--- src/hw/rtl/tcce_pkg.sv ---
`default_nettype none
// ----------------------------------------------------------------------------
// tcce_pkg
// Shared types and constants for the text console character engine.
// ----------------------------------------------------------------------------
package tcce_pkg;

    // Store geometry
    localparam int MAX_ROWS    = 32;
    localparam int MAX_COLUMNS = 128;
    localparam int STORE_CELLS = MAX_ROWS * MAX_COLUMNS;
    localparam int ADDR_W      = $clog2(STORE_CELLS);
    localparam int AREA_W      = ADDR_W + 1;
    localparam int ROWS_W      = 6;
    localparam int COLS_W      = 8;
    localparam int CELL_W      = 16;

    // Character codes and blank cell
    localparam logic [7:0] CH_NEWLINE = 8'd10;
    localparam logic [7:0] CH_TAB     = 8'd9;
    localparam logic [7:0] BLANK_CHAR = 8'h20;
    localparam logic [7:0] BLANK_ATTR = 8'h07;
    localparam logic [2:0] TAB_SPACES = 3'd4;

    // Configuration register indexes and reset values
    localparam logic       CFG_ROWS      = 1'b0;
    localparam logic       CFG_COLUMNS   = 1'b1;
    localparam logic [5:0] ROWS_RESET    = 6'd25;
    localparam logic [7:0] COLUMNS_RESET = 8'd80;

    // Request kinds
    typedef enum logic [2:0] {
        KIND_PUT   = 3'd0,
        KIND_SET   = 3'd1,
        KIND_MOVE  = 3'd2,
        KIND_CLEAR = 3'd3,
        KIND_READ  = 3'd4
    } kind_t;

    // Controller states
    typedef enum logic [3:0] {
        ST_INIT,
        ST_IDLE,
        ST_DECODE,
        ST_PUT,
        ST_DIV,
        ST_SCROLL,
        ST_BLANK,
        ST_CLEAR,
        ST_DONE
    } state_t;

    // Cursor update selection
    typedef enum logic [2:0] {
        CUR_HOLD,
        CUR_INC,
        CUR_SET,
        CUR_MOVE,
        CUR_NEWLINE,
        CUR_KEEP,
        CUR_ZERO
    } cur_op_t;

    // Store access selection
    typedef enum logic [1:0] {
        MEM_NONE,
        MEM_PUT,
        MEM_BLANK,
        MEM_READ
    } mem_op_t;

    // Sweep counter control
    typedef enum logic [1:0] {
        SCAN_HOLD,
        SCAN_ZERO,
        SCAN_INC
    } scan_op_t;

    // Commands from controller to datapath
    typedef struct packed {
        logic     latch_item;
        cur_op_t  cur_op;
        mem_op_t  mem_op;
        scan_op_t scan_op;
        logic     scroll_move;
        logic     div_start;
        logic     set_scrolled;
        logic     out_load;
    } dp_cmd_t;

    // Status from datapath to controller
    typedef struct packed {
        kind_t kind;
        logic  ch_is_nl;
        logic  ch_is_tab;
        logic  pos_ok;
        logic  move_ok;
        logic  put_wrap;
        logic  nl_wrap;
        logic  scan_lt_keep;
        logic  scan_end_area;
        logic  scan_end_store;
        logic  div_busy;
    } dp_status_t;

endpackage
`default_nettype wire

--- src/hw/rtl/tcce_ctrl.sv ---
`default_nettype none
// ----------------------------------------------------------------------------
// tcce_ctrl
// Controller: sequences store sweeps, puts, newline and output handshake.
// ----------------------------------------------------------------------------
module tcce_ctrl
    import tcce_pkg::*;
(
    input  wire logic       clk,
    input  wire logic       rst_n,
    input  wire logic       in_valid,
    output logic            in_ready,
    output logic            out_valid,
    input  wire logic       out_ready,
    input  wire dp_status_t status,
    output dp_cmd_t         cmd
);

    state_t     state_reg;
    state_t     state_next;
    logic [2:0] put_left_reg;
    logic [2:0] put_left_next;
    logic       out_valid_reg;
    logic       out_valid_next;

    // State, put count and output valid registers
    always_ff @(posedge clk or negedge rst_n)
    begin
        if (!rst_n)
        begin
            state_reg     <= ST_INIT;
            put_left_reg  <= 3'd1;
            out_valid_reg <= 1'b0;
        end
        else
        begin
            state_reg     <= state_next;
            put_left_reg  <= put_left_next;
            out_valid_reg <= out_valid_next;
        end
    end

    // Next state and commands
    always_comb
    begin
        state_next       = state_reg;
        put_left_next    = put_left_reg;
        out_valid_next   = out_valid_reg && !out_ready;
        in_ready         = 1'b0;
        cmd.latch_item   = 1'b0;
        cmd.cur_op       = CUR_HOLD;
        cmd.mem_op       = MEM_NONE;
        cmd.scan_op      = SCAN_HOLD;
        cmd.scroll_move  = 1'b0;
        cmd.div_start    = 1'b0;
        cmd.set_scrolled = 1'b0;
        cmd.out_load     = 1'b0;

        unique case (state_reg)
            // Blank the whole store after reset
            ST_INIT:
            begin
                cmd.mem_op = MEM_BLANK;
                if (status.scan_end_store)
                    state_next = ST_IDLE;
                else
                    cmd.scan_op = SCAN_INC;
            end

            // Take a request
            ST_IDLE:
            begin
                in_ready = 1'b1;
                if (in_valid)
                begin
                    cmd.latch_item = 1'b1;
                    state_next     = ST_DECODE;
                end
            end

            // Dispatch on kind
            ST_DECODE:
            begin
                unique case (status.kind)
                    KIND_PUT:
                    begin
                        if (status.ch_is_nl)
                        begin
                            cmd.div_start = 1'b1;
                            put_left_next = 3'd1;
                            state_next    = ST_DIV;
                        end
                        else
                        begin
                            put_left_next = status.ch_is_tab ? TAB_SPACES : 3'd1;
                            state_next    = ST_PUT;
                        end
                    end
                    KIND_SET:
                    begin
                        if (status.pos_ok)
                            cmd.cur_op = CUR_SET;
                        state_next = ST_DONE;
                    end
                    KIND_MOVE:
                    begin
                        if (status.move_ok)
                            cmd.cur_op = CUR_MOVE;
                        state_next = ST_DONE;
                    end
                    KIND_CLEAR:
                    begin
                        cmd.scan_op = SCAN_ZERO;
                        state_next  = ST_CLEAR;
                    end
                    KIND_READ:
                    begin
                        cmd.mem_op = MEM_READ;
                        state_next = ST_DONE;
                    end
                    default:
                    begin
                        state_next = ST_DONE;
                    end
                endcase
            end

            // Write one cell and advance, or start a scroll
            ST_PUT:
            begin
                cmd.mem_op = MEM_PUT;
                if (status.put_wrap)
                begin
                    cmd.set_scrolled = 1'b1;
                    cmd.scan_op      = SCAN_ZERO;
                    state_next       = ST_SCROLL;
                end
                else
                begin
                    cmd.cur_op = CUR_INC;
                    if (put_left_reg == 3'd1)
                        state_next = ST_DONE;
                    else
                        put_left_next = put_left_reg - 3'd1;
                end
            end

            // Wait for the column remainder, then go to the next row start
            ST_DIV:
            begin
                if (!status.div_busy)
                begin
                    if (status.nl_wrap)
                    begin
                        cmd.set_scrolled = 1'b1;
                        cmd.scan_op      = SCAN_ZERO;
                        state_next       = ST_SCROLL;
                    end
                    else
                    begin
                        cmd.cur_op = CUR_NEWLINE;
                        state_next = ST_DONE;
                    end
                end
            end

            // Copy each row up by one; the last write drains at the end
            ST_SCROLL:
            begin
                cmd.scroll_move = 1'b1;
                if (status.scan_lt_keep)
                    cmd.scan_op = SCAN_INC;
                else
                    state_next = ST_BLANK;
            end

            // Blank the last row, park the cursor at its start and resume any tab spaces left
            ST_BLANK:
            begin
                cmd.mem_op = MEM_BLANK;
                if (status.scan_end_area)
                begin
                    cmd.cur_op = CUR_KEEP;
                    if (put_left_reg > 3'd1)
                    begin
                        put_left_next = put_left_reg - 3'd1;
                        state_next    = ST_PUT;
                    end
                    else
                        state_next = ST_DONE;
                end
                else
                    cmd.scan_op = SCAN_INC;
            end

            // Blank the area in use and home the cursor
            ST_CLEAR:
            begin
                cmd.mem_op = MEM_BLANK;
                if (status.scan_end_area)
                begin
                    cmd.cur_op = CUR_ZERO;
                    state_next = ST_DONE;
                end
                else
                    cmd.scan_op = SCAN_INC;
            end

            // Load the result once the output register is free
            ST_DONE:
            begin
                if (!out_valid_reg || out_ready)
                begin
                    cmd.out_load   = 1'b1;
                    out_valid_next = 1'b1;
                    state_next     = ST_IDLE;
                end
            end

            default:
            begin
                state_next = ST_IDLE;
            end
        endcase
    end

    assign out_valid = out_valid_reg;

`ifndef SYNTHESIS
    a_accept_to_decode : assert property (@(posedge clk) disable iff (!rst_n)
        (in_valid && in_ready) |=> (state_reg == ST_DECODE))
        else $error("accepted request not decoded next cycle");

    a_put_count_live : assert property (@(posedge clk) disable iff (!rst_n)
        (state_reg == ST_PUT) |-> (put_left_reg != 3'd0))
        else $error("put with no remaining count");

    a_result_from_done : assert property (@(posedge clk) disable iff (!rst_n)
        $rose(out_valid_reg) |-> ($past(state_reg) == ST_DONE))
        else $error("result raised outside the finishing state");
`endif

endmodule
`default_nettype wire

--- config.mk ---
export PLATFORM = sky130hd
export DESIGN_NAME = tcce_ctrl
export DESIGN_NICKNAME = d
export VERILOG_FILES = /design/src/hw/rtl/tcce_pkg.sv /design/src/hw/rtl/tcce_ctrl.sv
export SDC_FILE = /design/constraint.sdc
export NUM_CORES = 1
export LEC_CHECK = 0
export CAP_MARGIN = 20
export CORE_ASPECT_RATIO = 0.9
export CORE_MARGIN = 8
export CORE_UTILIZATION = 25
export DETAILED_ROUTE_END_ITERATION = 8
export DONT_BUFFER_PORTS = 1
export RECOVER_POWER = 25
export SETUP_SLACK_MARGIN = 0.05
export SLEW_MARGIN = 20
export SYNTH_ARGS = -nofsm -noshare
export SYNTH_HDL_FRONTEND = slang
export SYNTH_SLANG_ARGS = --single-unit
--- constraint.sdc ---
create_clock -name clk -period 2.15 [get_ports clk]
set_input_delay 0.1075 -clock clk [delete_from_list [all_inputs] [get_ports clk]]
set_output_delay 0.1075 -clock clk [all_outputs]
set_load 0.03 [all_outputs]
==> results.md, run 1 <==
- Outcome: finished clean
- CP max stage delay: 0.45 ns
- Total GRT Usage: 0.0937
- Fill cell count: 375
- DP Cell Count: 162
- Initial DRC count: 95
- Worst-path clk slew: 0.04 ns
- Syn Area/Cell: 7.57 µm²
- CP startpoint kind: flip-flop
- Synth Instances: 112
- HPWL Detailed: 2.17 mm
- Routed via count: 889
- Final hold violations: 0
- Pleak: 0.424 nW
- CTS tree: built
- Peak supply drop: 0.334 mV
- Worst-path fanout max: 8
- Util after Layout: 0.308
- H-tree depth: 1
- Commonest non-fill, non-tap cell in the layout: buf_4
- # Post-CTS Setup Buffers: 0
- Routed len/inst: 15.6 µm
- First drt pass iteration count: 4
- FFs w/ async S/R, synth: 1.00
- Clock Latency Late Sink: 0.23 ns
- Synth cell types: 46
- Hold crit path type: in -> reg
- Post-Syn Nets: 131
- Critical Path Sink Type: output pin
- First-pass GRT wire length: 4.22 mm
- Share of cells above drive strength 1: 0.187
- Number of enable flip-flop cells after synthesis: 0
- Die Height: 71.3 µm
- TritonCTS Buffers: 3
- Die area: 5520 µm²
- Routed wire length: 2.60 mm
- Vias in the first global route: 860
- Global placement routability congestion: 0.842
- Initial antenna violation count: 0
- DRC: 0
- Seq cells post-synth: 8
- Worst slack, placed: 0.251 ns
- RSZ-0062 raised after global routing: no
- Max_cap viols: 0
- Buffer levels on the longest clock path: 2
- Fin crit share: 0.919
- Layout Cells excl Fill: 167
- Port buffer count: 0
- Layout Skew: 0.00366 ns
- Area taken by multi-input logic gates: 587 µm²
- Diodes inserted: 0
- Die Width: 77.4 µm
- Actual slew at the worst max-slew pin: 0.696 ns
- Max-slew headroom: 0.534
- # resized after CTS: 0
- Initial core utilization: 0.257
- Peak Freq: 506 MHz
- Register area: 201 µm²
- Final WS setup: 0.175 ns
- Setup CP Type: reg -> out
- Drt via density: 5.32
- Cell Rows: 20
- Largest register FFs: 4
- Placeable Area: 3300 µm²
- CTS root buf: clkbuf_8
- Layout net count: 143
- Worst path required time: 2.04 ns
- Post-synthesis sequential area ratio: 0.237
- Setup violators final: 0
- CTS sink cnt: 8
- Most frequent cells in the layout: buf_4, nor2_1, inv_1
- Number of routed nets with antenna violations: 0
- Worst path slowest cell: dfrtp_1
- Final worst path period need: 1.98 ns
- Yosys warnings: 0
- Max-slew violations: 0
- Ys flop type: dfrtp_1
- Mapped Area: 848 µm²
- Crit-path cells: or2_1 -> or3_1 -> o22ai_1 -> buf_4
- Layout Area Growth over Synthesis: 20.1%
- # IOs: 31
- Setup TNS Final: 0 ns
- Overflow after GRT: 0
- WP data arrival: 1.87 ns
- Pwr/cell area: 1410 nW/µm²
- Pin count of the biggest net entering global routing: 14
## power by group
group / switching (mW) / internal (mW)
logic: 0.571 / 0.393
clock network: 0.0592 / 0.128
registers: 0.0662 / 0.223
total: 0.697 / 0.744
## stage by stage
stage	area (µm²)	power, mW	hold slack (ns)
6_report	1020	1.44	0.00356
2_1_floorplan	848	1.02	-0.188
5_1_grt	1020	1.55	0.0132
3_3_place_gp	963	1.22	-0.188
3_5_place_dp	963	1.25	-0.188
4_1_cts	1020	1.45	0.00516
## critical path: cells and delay by family, from the launching register on
| family | cells | cell delay [ns] |
|---|---|---|
| and+or+nand+nor | 2 | 0.82 |
| buffers and inverters | 1 | 0.19 |
| DFF | 1 | 0.45 |
| AOI/OAI and AO/OA | 1 | 0.19 |
## area by class of cell
cell class | count | share of cell area
inverters | 10 | 0.0369
multi-input cells | 89 | 0.576
well taps | 44 | 0.0541
flip-flops and latches | 8 | 0.198
clock buffers | 4 | 0.0442
repair buffers | 12 | 0.0909
## kinds of logic after synthesis
| kind of cell | Yosys count | synth area share |
|---|---|---|
| mux | 3 | 0.0531 |
| fa+ha+maj | 2 | 0.0295 |
| buf+inv | 15 | 0.0708 |
| compound gates | 41 | 0.329 |
| flops | 8 | 0.237 |
| xor+xnor | 1 | 0.0103 |
| simple gates | 42 | 0.270 |
## final timing paths
| check | endpoint | slack (ns) | start | depth (start not counted) |
|---|---|---|---|---|
| max | cmd[9] | 0.17 | state_reg[3] | 4 |
| min | out_valid | 0.004 | out_ready | 1 |
| max reg2reg | put_left_reg[2] | 0.25 | state_reg[2] | 6 |
| min reg2reg | put_left_reg[1] | 0.54 | put_left_reg[1] | 2 |
| max in group asynchronous | put_left_reg[0] | 1.61 | rst_n | 1 |
| min in group asynchronous | out_valid | 0.23 | rst_n | 1 |
## routing by layer
layer / track usage / up-vias / share of wire
met2: 0.140 / 35 / 0.42
met5: 0 / - / 0
li1: - / 435 / -
met4: 0.0377 / 0 / 0.013
met3: 0.0513 / 5 / 0.12
met1: 0.109 / 414 / 0.45
## timing repair
item                                    in CTS  in global routing
hold buffers                                 1                  0
endpoints found under the setup margin       0                  0
hold endpoints to repair                     8                  0
## cells in the mapped netlist (2+ instances only)
cell type	instances	area, µm²
dfrtp_1	7	175
clkbuf_1	2	7.51
nor3_1	4	20.0
and3_1	2	12.5
buf_2	3	15.0
o21ai_0	6	30.0
a211oi_1	5	37.5
nand2b_1	3	18.8
inv_1	9	33.8
or2_1	2	12.5
a21boi_0	2	15.0
o21bai_1	3	22.5
mux2_4	3	45.0
nand3_1	3	15.0
nor2_1	10	37.5
ha_1	2	25.0
a22oi_1	2	15.0
a31oi_1	2	12.5
or3_1	2	12.5
o21ai_1	2	10.0
a21oi_1	7	35.0
nand2_1	7	26.3
Note: power is estimated with default switching activity, not from simulation.
==> inputs of run 2 (changes only) <==
--- a/config.mk
+++ b/config.mk
@@ -5,15 +5,17 @@
 export SDC_FILE = /design/constraint.sdc
 export NUM_CORES = 1
 export LEC_CHECK = 0
+export ABC_AREA = 1
 export CAP_MARGIN = 20
 export CORE_ASPECT_RATIO = 0.9
 export CORE_MARGIN = 8
 export CORE_UTILIZATION = 25
+export CTS_CLUSTER_SIZE = 25
 export DETAILED_ROUTE_END_ITERATION = 8
 export DONT_BUFFER_PORTS = 1
 export RECOVER_POWER = 25
 export SETUP_SLACK_MARGIN = 0.05
-export SLEW_MARGIN = 20
+export SLEW_MARGIN = 0
 export SYNTH_ARGS = -nofsm -noshare
 export SYNTH_HDL_FRONTEND = slang
 export SYNTH_SLANG_ARGS = --single-unit
==> results.md, run 2 <==
- First-pass GRT wire length: 4.09 mm (was 4.22 mm)
- Max_cap viols: 0 (unchanged)
- Area share of the largest cell type after synthesis: 0.219 (was 0.206)
- Routed via count: 988 (was 889)
- HPWL Detailed: 2.19 mm (was 2.17 mm)
- First drt pass iteration count: 4 (unchanged)
- Reg2reg setup slack: 0.62 ns (was 0.25 ns)
- Number of routed nets with antenna violations: 0 (unchanged)
- Worst-path clk slew: 0.04 ns (about the same)
- TritonCTS Buffers: 3 (unchanged)
- Diodes inserted: 0 (unchanged)
- Grt met1 use: 0.108 (was 0.109)
- CTS sink cnt: 8 (unchanged)
- Vias in the first global route: 895 (was 860)
- GR Util met3: 0.0431 (was 0.0513)
- Commonest non-fill, non-tap cell in the layout: nand2_1 (was buf_4)
- Most common library cells after synthesis: nand2_1, nor2_1, inv_1, nand3_1, dfrtp_1 (was nor2_1, inv_1, a21oi_1, dfrtp_1, nand2_1)
- Ys flop type: dfrtp_1 (unchanged)
- Peak Freq: 567 MHz (was 506 MHz)
- Met2 Track Usage GR: 0.136 (was 0.140)
- CTS root buf: clkbuf_8 (unchanged)
- Pwr/cell area: 1250 nW/µm² (was 1410 nW/µm²)
- Buffer levels on the longest clock path: 2 (unchanged)
- Layout net count: 191 (was 143)
- Peak supply drop: 0.232 mV (was 0.334 mV)
- # IOs: 31 (unchanged)
- Post-Syn Nets: 180 (was 131)
- Initial DRC count: 65 (was 95)
- Yosys warnings: 0 (unchanged)
- Drt via density: 4.60 (was 5.32)
- Routed wire length: 2.47 mm (was 2.60 mm)
- Worst slack, placed: 0.624 ns (was 0.251 ns)
- Critical Path Sink Type: output pin (unchanged)
- Clock Latency Late Sink: 0.22 ns (was 0.23 ns)
- Most used cell, CP: nor2_1
- Worst-path fanout max: 8 (unchanged)
- Final hold violations: 0 (unchanged)
- Largest register FFs: 4 (unchanged)
- Cell Rows: 20 (unchanged)
- Number of enable flip-flop cells after synthesis: 0 (unchanged)
- Synth cell types: 21 (was 46)
- Worst path required time: 2.04 ns (about the same)
- Die Height: 72.6 µm (was 71.3 µm)
- Outcome: finished clean (unchanged)
- Crit-path cells: nor2_1 -> nand2_1 -> nor2_1 (was or2_1 -> or3_1 -> o22ai_1 -> buf_4)
- RSZ-0062 raised after global routing: no (unchanged)
- Seq cells post-synth: 8 (unchanged)
- Power Total: 1.30 mW (was 1.44 mW)
- Worst hold path depth: 3 (was 1)
- Most frequent cells in the layout: nand2_1, nor2_1, inv_1, nand3_1, dfrtp_1 (was buf_4, nor2_1, inv_1)
- Placeable Area: 3400 µm² (was 3300 µm²)
- FFs w/ async S/R, synth: 1.00 (unchanged)
- Largest area contributor in the netlist: nand2_1 (was dfrtp_1)
- Share of cells above drive strength 1: 0.117 (was 0.187)
- Hold Startpoint: out_ready (unchanged)
- CP startpoint kind: flip-flop (unchanged)
- Die area: 5730 µm² (was 5520 µm²)
- Count leader, synth: nand2_1 (was nor2_1)
- Max-slew violations: 0 (unchanged)
- Setup violators final: 0 (unchanged)
- Layout Area Growth over Synthesis: 16.6% (was 20.1%)
- GR peak layer: met2 (unchanged)
- Port buffer count: 0 (unchanged)
- Overflow after GRT: 0 (unchanged)
- Die Width: 78.9 µm (was 77.4 µm)
- Total GRT Usage: 0.0884 (was 0.0937)
- DRC: 0 (unchanged)
- Final worst path period need: 1.76 ns (was 1.98 ns)
- Hold crit path type: in -> reg (unchanged)
- Global placement routability congestion: 0.898 (was 0.842)
- Worst path slowest cell: nor2_1 (was dfrtp_1)
- FF-to-FF path depth: 9 (was 6)
- CTS tree: built (unchanged)
- Mapped Area: 891 µm² (was 848 µm²)
- Worst flop-to-flop path endpoint: state_reg[3] (was put_left_reg[2])
- Synth Instances: 161 (was 112)
- Setup CP Type: reg -> out (unchanged)
- Initial core utilization: 0.262 (was 0.257)
- Hold Path End: out_valid (unchanged)
- Crit Reg-Reg Startpoint: put_left_reg[0] (was state_reg[2])
- H-tree depth: 1 (unchanged)
- Setup TNS Final: 0 ns (unchanged)
- Fin crit share: 0.820 (was 0.919)
- Layout Skew: 0.00135 ns (was 0.00366 ns)
- Final WS setup: 0.388 ns (was 0.175 ns)
- Syn Area/Cell: 5.53 µm² (was 7.57 µm²)
- Ranking of synthesized cells by area: nand2_1, dfrtp_1, nand3_1, nor2_1, inv_1 (was dfrtp_1, mux2_4, a211oi_1, nor2_1, a21oi_1)
- WP data arrival: 1.65 ns (was 1.87 ns)
- Pleak: 0.584 nW (was 0.424 nW)
- Post-synthesis sequential area ratio: 0.226 (was 0.237)
- CP max stage delay: 0.47 ns (was 0.45 ns)
- Pin count of the biggest net entering global routing: 9 (was 14)
- Initial antenna violation count: 0 (unchanged)
- # resized after CTS: 0 (unchanged)
- Max-slew headroom: 0.555 (was 0.534)
- Routed len/inst: 11.5 µm (was 15.6 µm)
- Actual slew at the worst max-slew pin: 0.664 ns (was 0.696 ns)
## run 2: how the worst max path moves through the flow
stage	from	to	slack (ns)	cells past startpoint
after floorplan	state_reg[0]	cmd[4]	0.39	4
after global placement	state_reg[0]	cmd[0]	0.63	3
after detailed placement	state_reg[0]	cmd[0]	0.62	3
after CTS	state_reg[0]	cmd[0]	0.38	3
after global routing	state_reg[1]	cmd[0]	0.20	3
final	state_reg[0]	cmd[0]	0.39	3
## run 2: stage by stage
step	util	cell area, µm²	hold slack [ns]	instances
3_5_place_dp	0.289	983	-0.188	210
5_1_grt	0.305	1040	0.157	215
6_report	0.305	1040	0.0936	215
2_1_floorplan	-	891	-0.188	161
3_3_place_gp	0.289	983	-0.188	210
4_1_cts	0.305	1040	0.0935	215
## run 2: worst max-delay path, delay by kind of cell (launching register included)
kind / cells / cell delay, ns
DFF: 1 / 0.41
and+or+nand+nor: 3 / 1.03
## run 2: repair_timing
| action | CTS | global route |
|---|---|---|
| endpoints found under the hold margin | 8 | 0 |
| hold buffers | 1 | 0 |
| setup buffers | 0 | 0 |
## run 2: where the power goes
group | leakage (nW) | total [mW] | internal, mW | switching, mW
logic | 0.458 | 0.818 | 0.239 | 0.579
clock network | 0.0228 | 0.183 | 0.128 | 0.0550
registers | 0.103 | 0.299 | 0.219 | 0.0798
## run 2: cell type report
cell class	count	area [µm²]
fill	408	2360
inverter	26	97.6
tap	44	55.1
clock buffer	4	45.0
multi-input combinational	127	592
sequential	8	201
timing repair buffer	6	47.5
## run 2: routing by layer
| metal | part of all wire | vias to the layer above |
|---|---|---|
| met3 | 0.097 | 2 |
| met5 | 0 | - |
| met2 | 0.43 | 31 |
| li1 | - | 530 |
| met4 | 0.0085 | 0 |
| met1 | 0.47 | 425 |
## run 2: cells by family after synthesis
logic type                 count (synthesis)  share of synthesized area
AOI/OAI and AO/OA                          9                     0.0604
xor gates and xnor gates                   1                    0.00983
adders and majority gates                  2                     0.0281
buffers and inverters                     26                      0.110
DFF                                        8                      0.226
and+or+nand+nor                          115                      0.566
